--- src/hw/rtl/pvbr_pkg.sv ---
// Shared types, command codes and a helper function for the page valid bitmap block.
package pvbr_pkg;

  typedef enum logic [1:0] {
    CMD_MARK  = 2'd0,
    CMD_INVAL = 2'd1,
    CMD_SCAN  = 2'd2,
    CMD_RSVD  = 2'd3
  } cmd_e;

  typedef struct packed {
    logic [1:0] cmd;
    logic [6:0] start_req;
    logic [7:0] length;
  } req_t;

  typedef struct packed {
    logic       status;
    logic [6:0] run_start;
    logic [7:0] run_length;
    logic       page_empty;
    logic       last;
  } rsp_t;

  // Commands from the controller to the datapath.
  typedef struct packed {
    logic load;
    logic step;
    logic flush;
    logic fin;
  } ctrl_cmd_t;

  // Status from the datapath to the controller.
  typedef struct packed {
    logic err;
    logic len_zero;
    logic is_scan;
    logic byte_adv;
    logic at_last;
  } dp_stat_t;

  typedef struct packed {
    logic       found;
    logic [2:0] idx;
  } find_t;

  // Lowest set bit of a byte.
  function automatic find_t first_one(input logic [7:0] v);
    find_t r;
    r.found = 1'b0;
    r.idx   = 3'd0;
    for (int i = 7; i >= 0; i--) begin
      if (v[i]) begin
        r.found = 1'b1;
        r.idx   = 3'(i);
      end
    end
    return r;
  endfunction

endpackage

--- src/hw/rtl/pvbr_ctrl.sv ---
// Controller state machine that sequences decode, byte walk, flush and final result.
module pvbr_ctrl (
  input  logic                 clk_i,
  input  logic                 rst_ni,
  input  logic                 start_i,
  input  pvbr_pkg::dp_stat_t   stat_i,
  output pvbr_pkg::ctrl_cmd_t  cmd_o,
  output logic                 busy_o
);

  typedef enum logic [4:0] {
    ST_IDLE   = 5'b00001,
    ST_DECODE = 5'b00010,
    ST_WALK   = 5'b00100,
    ST_FLUSH  = 5'b01000,
    ST_LAST   = 5'b10000
  } state_e;

  state_e state_q, state_d;

  always_comb begin
    state_d = state_q;
    cmd_o   = '0;
    case (state_q)
      ST_IDLE: begin
        if (start_i) begin
          cmd_o.load = 1'b1;
          state_d    = ST_DECODE;
        end
      end
      ST_DECODE: begin
        if (stat_i.err || stat_i.len_zero) begin
          state_d = ST_LAST;
        end else begin
          state_d = ST_WALK;
        end
      end
      ST_WALK: begin
        cmd_o.step = 1'b1;
        if (stat_i.byte_adv && stat_i.at_last) begin
          state_d = stat_i.is_scan ? ST_FLUSH : ST_LAST;
        end
      end
      ST_FLUSH: begin
        cmd_o.flush = 1'b1;
        state_d     = ST_LAST;
      end
      ST_LAST: begin
        cmd_o.fin = 1'b1;
        state_d   = ST_IDLE;
      end
      default: begin
        state_d = ST_IDLE;
      end
    endcase
  end

  always_ff @(posedge clk_i or negedge rst_ni) begin
    if (!rst_ni) begin
      state_q <= ST_IDLE;
    end else begin
      state_q <= state_d;
    end
  end

  assign busy_o = (state_q != ST_IDLE);

endmodule

--- src/hw/rtl/pvbr_dp.sv ---
// Datapath: bitmap registers, byte walker, run finder, pending run and result register.
module pvbr_dp #(
  parameter int PAGE_BYTES = 128
) (
  input  logic                 clk_i,
  input  logic                 rst_ni,
  input  pvbr_pkg::req_t       req_i,
  input  pvbr_pkg::ctrl_cmd_t  cmd_i,
  output pvbr_pkg::dp_stat_t   stat_o,
  output pvbr_pkg::rsp_t       rsp_o,
  output logic                 rsp_strobe_o
);

  localparam int MapBytes = (PAGE_BYTES + 7) / 8;
  localparam int IdxW     = (MapBytes > 1) ? $clog2(MapBytes) : 1;

  logic [MapBytes-1:0][7:0] map_q, map_d;

  logic [1:0] cmd_q;
  logic [6:0] start_q;
  logic [7:0] end_q;
  logic       err_q, lenz_q;
  logic [3:0] last_byte_q;
  logic [3:0] byte_q, byte_d;
  logic [2:0] pos_q, pos_d;
  logic       inrun_q, inrun_d;
  logic [6:0] run_s_q, run_s_d;
  logic [7:0] run_l_q, run_l_d;
  logic       pend_v_q, pend_v_d;
  logic [6:0] pend_s_q, pend_s_d;
  logic [7:0] pend_l_q, pend_l_d;
  pvbr_pkg::rsp_t rsp_q, rsp_d;
  logic       strobe_q, strobe_d;

  logic [8:0] end9;
  logic [7:0] end_m1;
  logic       req_err;
  logic       is_scan;
  logic       page_empty;
  logic [7:0] cur_byte, rmask, m, ge_pos, ge_one;
  logic [7:0] pbit;
  pvbr_pkg::find_t one_r, zero_a, zero_b;

  logic       scan_adv;
  logic       run_done;
  logic [6:0] done_s;
  logic [7:0] done_l;

  assign end9    = {2'b00, req_i.start_req} + {1'b0, req_i.length};
  assign end_m1  = end9[7:0] - 8'd1;
  assign req_err = (end9 > 9'(PAGE_BYTES)) || (req_i.cmd == pvbr_pkg::CMD_RSVD);
  assign is_scan = (cmd_q == pvbr_pkg::CMD_SCAN);
  assign page_empty = ~|map_q;

  assign cur_byte = map_q[byte_q[IdxW-1:0]];

  // Bits of the current byte that lie inside the requested range.
  always_comb begin
    pbit  = '0;
    rmask = '0;
    for (int i = 0; i < 8; i++) begin
      pbit     = {1'b0, byte_q, 3'(i)};
      rmask[i] = (pbit >= {1'b0, start_q}) && (pbit < end_q);
    end
  end

  assign m      = cur_byte & rmask;
  assign ge_pos = 8'hFF << pos_q;
  assign one_r  = pvbr_pkg::first_one(m & ge_pos);
  assign zero_a = pvbr_pkg::first_one(~m & ge_pos);
  assign ge_one = 8'hFF << one_r.idx;
  assign zero_b = pvbr_pkg::first_one(~m & ge_one);

  // One step of the run finder over the current byte. A run that closes inside
  // the byte leaves the walker on that byte so later runs in it are found next.
  always_comb begin
    scan_adv = 1'b0;
    run_done = 1'b0;
    done_s   = run_s_q;
    done_l   = run_l_q;
    inrun_d  = inrun_q;
    run_s_d  = run_s_q;
    run_l_d  = run_l_q;
    pos_d    = pos_q;
    if (inrun_q) begin
      if (zero_a.found) begin
        run_done = 1'b1;
        done_l   = run_l_q + 8'(zero_a.idx - pos_q);
        inrun_d  = 1'b0;
        pos_d    = zero_a.idx;
      end else begin
        run_l_d  = run_l_q + (8'd8 - {5'b0, pos_q});
        scan_adv = 1'b1;
      end
    end else if (!one_r.found) begin
      scan_adv = 1'b1;
    end else if (zero_b.found) begin
      run_done = 1'b1;
      done_s   = {byte_q, one_r.idx};
      done_l   = 8'(zero_b.idx - one_r.idx);
      pos_d    = zero_b.idx;
    end else begin
      inrun_d  = 1'b1;
      run_s_d  = {byte_q, one_r.idx};
      run_l_d  = 8'd8 - {5'b0, one_r.idx};
      scan_adv = 1'b1;
    end
  end

  always_comb begin
    stat_o.err      = err_q;
    stat_o.len_zero = lenz_q;
    stat_o.is_scan  = is_scan;
    stat_o.byte_adv = is_scan ? scan_adv : 1'b1;
    stat_o.at_last  = (byte_q == last_byte_q);
  end

  // Bitmap update and walker pointer.
  always_comb begin
    map_d  = map_q;
    byte_d = byte_q;
    if (cmd_i.step && !is_scan) begin
      if (cmd_q == pvbr_pkg::CMD_MARK) begin
        map_d[byte_q[IdxW-1:0]] = cur_byte | rmask;
      end else begin
        map_d[byte_q[IdxW-1:0]] = cur_byte & ~rmask;
      end
    end
    if (cmd_i.step && stat_o.byte_adv) begin
      byte_d = byte_q + 4'd1;
    end
  end

  // A found run is held back one step so the final one can carry the last flag.
  always_comb begin
    pend_v_d = pend_v_q;
    pend_s_d = pend_s_q;
    pend_l_d = pend_l_q;
    strobe_d = 1'b0;
    rsp_d    = rsp_q;
    if ((cmd_i.step && is_scan && run_done) || (cmd_i.flush && inrun_q)) begin
      if (pend_v_q) begin
        strobe_d         = 1'b1;
        rsp_d.status     = 1'b0;
        rsp_d.run_start  = pend_s_q;
        rsp_d.run_length = pend_l_q;
        rsp_d.page_empty = page_empty;
        rsp_d.last       = 1'b0;
      end
      pend_v_d = 1'b1;
      pend_s_d = cmd_i.flush ? run_s_q : done_s;
      pend_l_d = cmd_i.flush ? run_l_q : done_l;
    end
    if (cmd_i.fin) begin
      strobe_d         = 1'b1;
      rsp_d.status     = err_q;
      rsp_d.page_empty = page_empty;
      rsp_d.last       = 1'b1;
      if (!err_q && is_scan && pend_v_q) begin
        rsp_d.run_start  = pend_s_q;
        rsp_d.run_length = pend_l_q;
      end else begin
        rsp_d.run_start  = '0;
        rsp_d.run_length = '0;
      end
    end
  end

  always_ff @(posedge clk_i or negedge rst_ni) begin
    if (!rst_ni) begin
      map_q    <= '0;
      inrun_q  <= 1'b0;
      pend_v_q <= 1'b0;
      strobe_q <= 1'b0;
    end else begin
      map_q    <= map_d;
      strobe_q <= strobe_d;
      if (cmd_i.load) begin
        inrun_q  <= 1'b0;
        pend_v_q <= 1'b0;
      end else begin
        if (cmd_i.step && is_scan) begin
          inrun_q <= inrun_d;
        end else if (cmd_i.flush) begin
          inrun_q <= 1'b0;
        end
        pend_v_q <= pend_v_d;
      end
    end
  end

  always_ff @(posedge clk_i) begin
    rsp_q    <= rsp_d;
    pend_s_q <= pend_s_d;
    pend_l_q <= pend_l_d;
    if (cmd_i.load) begin
      cmd_q       <= req_i.cmd;
      start_q     <= req_i.start_req;
      end_q       <= end9[7:0];
      err_q       <= req_err;
      lenz_q      <= (req_i.length == 8'd0);
      last_byte_q <= end_m1[6:3];
      byte_q      <= req_i.start_req[6:3];
      pos_q       <= 3'd0;
    end else if (cmd_i.step) begin
      byte_q <= byte_d;
      if (stat_o.byte_adv) begin
        pos_q <= 3'd0;
      end else begin
        pos_q <= pos_d;
      end
      if (is_scan) begin
        run_s_q <= run_s_d;
        run_l_q <= run_l_d;
      end
    end
  end

  assign rsp_o        = rsp_q;
  assign rsp_strobe_o = strobe_q;

endmodule

--- src/hw/rtl/page_valid_bitmap_runs.sv ---
// Top level of the per-byte page valid bitmap with run extraction.
// Mark and invalidate: the walk handles one bitmap byte a cycle across the bitmap bytes
// that the range touches (1 to 16). Scan: the finder stays on a byte for each run that
// closes inside it, and a flush state follows the walk. An error or an empty range goes
// from decode straight to the final word. Busy stays high until the final word, results
// cannot be stalled, and reset clears the whole bitmap.
module page_valid_bitmap_runs #(
  parameter int PAGE_BYTES = 128
) (
  input  logic            clk_i,
  input  logic            rst_ni,
  input  logic            start,
  output logic            busy,
  input  pvbr_pkg::req_t  req_i,
  output pvbr_pkg::rsp_t  rsp_o,
  output logic            rsp_strobe_o
);

  pvbr_pkg::ctrl_cmd_t ctrl_cmd;
  pvbr_pkg::dp_stat_t  dp_stat;

  pvbr_ctrl u_ctrl (
    .clk_i   (clk_i),
    .rst_ni  (rst_ni),
    .start_i (start),
    .stat_i  (dp_stat),
    .cmd_o   (ctrl_cmd),
    .busy_o  (busy)
  );

  pvbr_dp #(
    .PAGE_BYTES (PAGE_BYTES)
  ) u_dp (
    .clk_i        (clk_i),
    .rst_ni       (rst_ni),
    .req_i        (req_i),
    .cmd_i        (ctrl_cmd),
    .stat_o       (dp_stat),
    .rsp_o        (rsp_o),
    .rsp_strobe_o (rsp_strobe_o)
  );

  // The final word of a command is only given once the controller is back in idle.
  assert property (@(posedge clk_i) disable iff (!rst_ni)
    rsp_strobe_o && rsp_o.last |-> !busy)
    else $error("final word while busy");

  // Any word that is not final belongs to a command still in progress.
  assert property (@(posedge clk_i) disable iff (!rst_ni)
    rsp_strobe_o && !rsp_o.last |-> busy)
    else $error("intermediate word while idle");

  // A rejected range produces exactly one word.
  assert property (@(posedge clk_i) disable iff (!rst_ni)
    rsp_strobe_o && rsp_o.status |-> rsp_o.last)
    else $error("error word not final");

  // No word follows directly after a command is taken.
  assert property (@(posedge clk_i) disable iff (!rst_ni)
    start && !busy |=> !rsp_strobe_o)
    else $error("word right after accept");

endmodule

--- config.mk ---
export PLATFORM = sky130hd
export DESIGN_NAME = page_valid_bitmap_runs
export DESIGN_NICKNAME = d
export VERILOG_FILES = /design/src/hw/rtl/pvbr_pkg.sv /design/src/hw/rtl/pvbr_ctrl.sv /design/src/hw/rtl/pvbr_dp.sv /design/src/hw/rtl/page_valid_bitmap_runs.sv
export SDC_FILE = /design/constraint.sdc
export NUM_CORES = 1
export LEC_CHECK = 0
export BUFFER_PORTS_ARGS = -buffer_cell sky130_fd_sc_hd__buf_4
export CORE_ASPECT_RATIO = 1.75
export CORE_MARGIN = 1
export CORE_UTILIZATION = 50
export DETAILED_ROUTE_END_ITERATION = 7
export PLACE_DENSITY = 0.69
export SLEW_MARGIN = 10
export SYNTH_ARGS = -nofsm -noshare
export SYNTH_HDL_FRONTEND = slang
export SYNTH_SLANG_ARGS = --single-unit
--- constraint.sdc ---
create_clock -name clk_i -period 8.15 [get_ports clk_i]
set_input_delay 0.4075 -clock clk_i [delete_from_list [all_inputs] [get_ports clk_i]]
set_output_delay 0.4075 -clock clk_i [all_outputs]
set_load 0.005 [all_outputs]
==> results.sh <==
export IMPL_clock_latency_ns=0.51
export IMPL_drc_errors=0
export IMPL_initial_core_util=0.5121
export IMPL_clk_pin_slew_ns=0.07
export IMPL_power_share_combinational=0.282
export IMPL_die_x_microns=115.9
export IMPL_grt_util_met1=0.2881
export IMPL_grt_max_degree=79
export IMPL_min_path_type="in2reg"
export IMPL_clockPowerShare=0.304
export IMPL_antenna_found_initial=0
export IMPL_max_freq_mhz=153.1
export IMPL_core_sq_um=22160
export IMPL_critPathRequiredTime_ns=8.42
export IMPL_p_int_uw=2152
export IMPL_synth_largest_area_cell="dfrtp_1"
export IMPL_critPathMaxFanout=20
export IMPL_syn_avg_cell_area_sq_um=10.50
export IMPL_ctsHoldBuffers=1
export IMPL_min_period_over_period=0.8016
export IMPL_critPathKind="reg2reg"
export IMPL_synth_distinct_cells=72
export IMPL_p_per_area_nw_per_um2=255.2
export IMPL_h_tree_depth=1
export IMPL_p_leak_uw=0.005451
export IMPL_die_h_microns=201.3
export IMPL_use_met2=0.5183
export IMPL_skew_ns=0.01001
export IMPL_drtAntennaViolNets=0
export IMPL_cts_buffers=22
export IMPL_synth_ff_type="dfrtp_1"
export IMPL_gr_usage_all_layers=0.2829
export IMPL_grt_pass1_wl_microns=49250
export IMPL_syn2layout_area_growth_pct=12.06
export IMPL_numClockSinks=214
export IMPL_syn_nets=1152
export IMPL_ys_seq_area_frac=0.5029
export IMPL_stdcell_count=1431
export IMPL_switching_share=0.3367
export IMPL_overflow=0
export IMPL_globalplace_congestion=0.9140
export IMPL_netlist_area_sq_um=11350
export IMPL_yosys_register_bits=214
export IMPL_finalSetupViolCount=0
export IMPL_setup_tns_ns=0
export IMPL_synth_top_area_frac=0.2977
export IMPL_vias=8614
export IMPL_grt_pass1_vias=8974
export IMPL_hold_viol=0
export IMPL_port_buffers=39
export IMPL_num_antenna_cells=0
export IMPL_worst_pin_slew_ns=1.192
export IMPL_arrival_ns=6.80
export IMPL_hpwl_microns=23010
export IMPL_maxCapViolCount=0
export IMPL_drive_gt1_frac=0.1366
export IMPL_netlist_instances=1081
export IMPL_dp_cells=1392
export IMPL_cts_root_buf="clkbuf_16"
export IMPL_yosysWarnings=0
export IMPL_rsz0062_at_grt="false"
export IMPL_fin_crit_ns=6.533
export IMPL_clock_path_buffers=3
export IMPL_async_flop_share=0.6355
export IMPL_wl_per_cell_microns=21.86
export IMPL_pin_count=40
export IMPL_slew_violations=0
export IMPL_p_seq_frac=0.414
export IMPL_row_count=72
export IMPL_grt_busiest_layer="met2"
export IMPL_status="finished, final reports clean"
export IMPL_cts_tree="done"
export IMPL_p_sw_uw=1093
export IMPL_fin_nets=1192
export IMPL_critPathLaunchType="flip-flop"
export IMPL_firstDrtPassIters=7
export IMPL_fp_dieArea_sq_um=23330
export IMPL_peakVddDrop_uv=189.6
export IMPL_synth_edf_count=74
export IMPL_cts_repair_resized=0
export IMPL_holdWs_ns=0.08977
export IMPL_avgViaCountPerCell=6.020
export IMPL_cts_setup_buffers=0
export IMPL_synthTopCellsByArea="dfrtp_1 (30%), edfxtp_1 (20%), a21oi_1 (7.5%), mux4_2 (6.4%), nor2_1 (6.3%)"
export IMPL_use_met3=0.03584
export IMPL_finalWirelength_microns=31280
export IMPL_slew_limit_headroom=0.2024
export IMPL_endpoint_kind="flip-flop"
export IMPL_drt_iter0_drc=582
==> state kept, by name, indices dropped and copies added, names as in the netlist, 2 cells and up <==
signal	count
u_ctrl.state_q	5
u_dp.map_q	128
u_dp.rsp_o	18
u_dp.run_s_q	7
u_dp.pend_s_q	7
u_dp.cmd_q	2
u_dp.byte_q	4
u_dp.start_q	7
u_dp.pos_q	3
u_dp.end_q	8
u_dp.run_l_q	8
u_dp.last_byte_q	4
u_dp.pend_l_q	8
==> area by class of cell <==
| cell class | count | area (sq um) |
|---|---|---|
| well taps | 296 | 370.4 |
| clock inverters | 7 | 43.79 |
| repair buffers | 62 | 471.7 |
| flip-flops and latches | 214 | 5707 |
| multi-input cells | 789 | 5346 |
| inverters | 32 | 120.1 |
| clock buffers | 31 | 658.1 |
| fillers | 1965 | 9444 |
==> per-layer routing <==
layer | share of wire | vias to the layer above
met5 | 0 | -
met2 | 0.54 | 289
met1 | 0.33 | 4173
li1 | - | 4042
met4 | 0.074 | 0
met3 | 0.047 | 110
==> power groups by stage <==
stage               combinational, uW  sequential [uW]  clock, uW
floorplan                         647             1320          0
global placement                  901             1360          0
detailed placement                913             1360          0
CTS                               915             1340       1000
global route                     1000             1360       1050
finish                            914             1340        987
==> cells in the final DEF, fill, tap and decap left out, drive strengths merged, types with 5 or more instances in the layout <==
cell and n:
a211o 7, a21o 14, a21oi 171, a22o 9, a22oi 6, and3 7
buf 61, clkbuf 31, clkinv 6, dfrtp 135, edfxtp 74, fa 5
ha 46, inv 33, mux2 13, mux4 32, nand2 48, nand2b 10
nand3 9, nand4 16, nor2 190, nor2b 22, nor3 17, nor3b 5
nor4 35, o21a 5, o21ai 17, o221ai 7, or2 8, or3 6
xnor2 19, xor2 10
==> worst paths after layout <==
kind / cells after the start / endpoint / from / slack [ns]
max: 18 / u_dp.rsp_o[1] / u_dp.byte_q[2] / 1.62
min: 1 / u_dp.start_q[2] / req_i[10] / 0.09
max reg2reg: 18 / u_dp.rsp_o[1] / u_dp.byte_q[2] / 1.62
min reg2reg: 2 / u_dp.rsp_o[0] / u_dp.rsp_o[0] / 0.49
max in group asynchronous: 3 / u_dp.map_q[50] / rst_ni / 6.28
min in group asynchronous: 2 / u_ctrl.state_q[1] / rst_ni / 0.43
==> per-stage QoR <==
stage	power, uW	util	cell area [sq um]	setup slack [ns]
2_1_floorplan	1967	-	11350	2.710
3_3_place_gp	2259	0.5417	12010	1.768
3_5_place_dp	2275	0.5417	12010	1.681
4_1_cts	3261	0.5738	12720	1.669
5_1_grt	3407	0.5738	12720	1.162
6_report	3245	0.5738	12720	1.617
==> cell usage after synthesis (all sizes together), types with 10 or more instances <==
cell type,instances
nor3,17
nand4,16
nor4,35
a21oi,171
xnor2,19
nor2b,22
xor2,10
buf,12
a21o,14
mux4,32
edfxtp,74
dfrtp,135
clkbuf,34
nand2b,10
ha,46
nand2,48
mux2,13
o21ai,17
nor2,190
inv,32
==> cells by family after synthesis <==
kind of cell / Yosys count / share of synthesized area
compound gates: 272 / 0.1454
xor+xnor: 29 / 0.02238
simple gates: 391 / 0.1647
mux: 46 / 0.07729
flops: 214 / 0.5029
fa+ha+maj: 51 / 0.05954
buf+inv: 78 / 0.02778
==> critical path, cell delays in order, from the launching register on <==
cell and delay, ns:
edfxtp_1 0.78, ha_1 0.37, a21oi_1 0.13, a2bb2oi_1 0.53, o211ai_1 0.34, o32a_1 0.47
or3_1 0.40, a21oi_1 0.51, inv_1 0.24, ha_1 0.26, ha_1 0.21, o21a_1 0.16
inv_1 0.10, o211ai_1 0.20, a211oi_4 0.43, o221ai_2 0.13, buf_4 0.24, a21o_1 0.48
and3_1 0.28
Power figures use the tool's default switching activity.
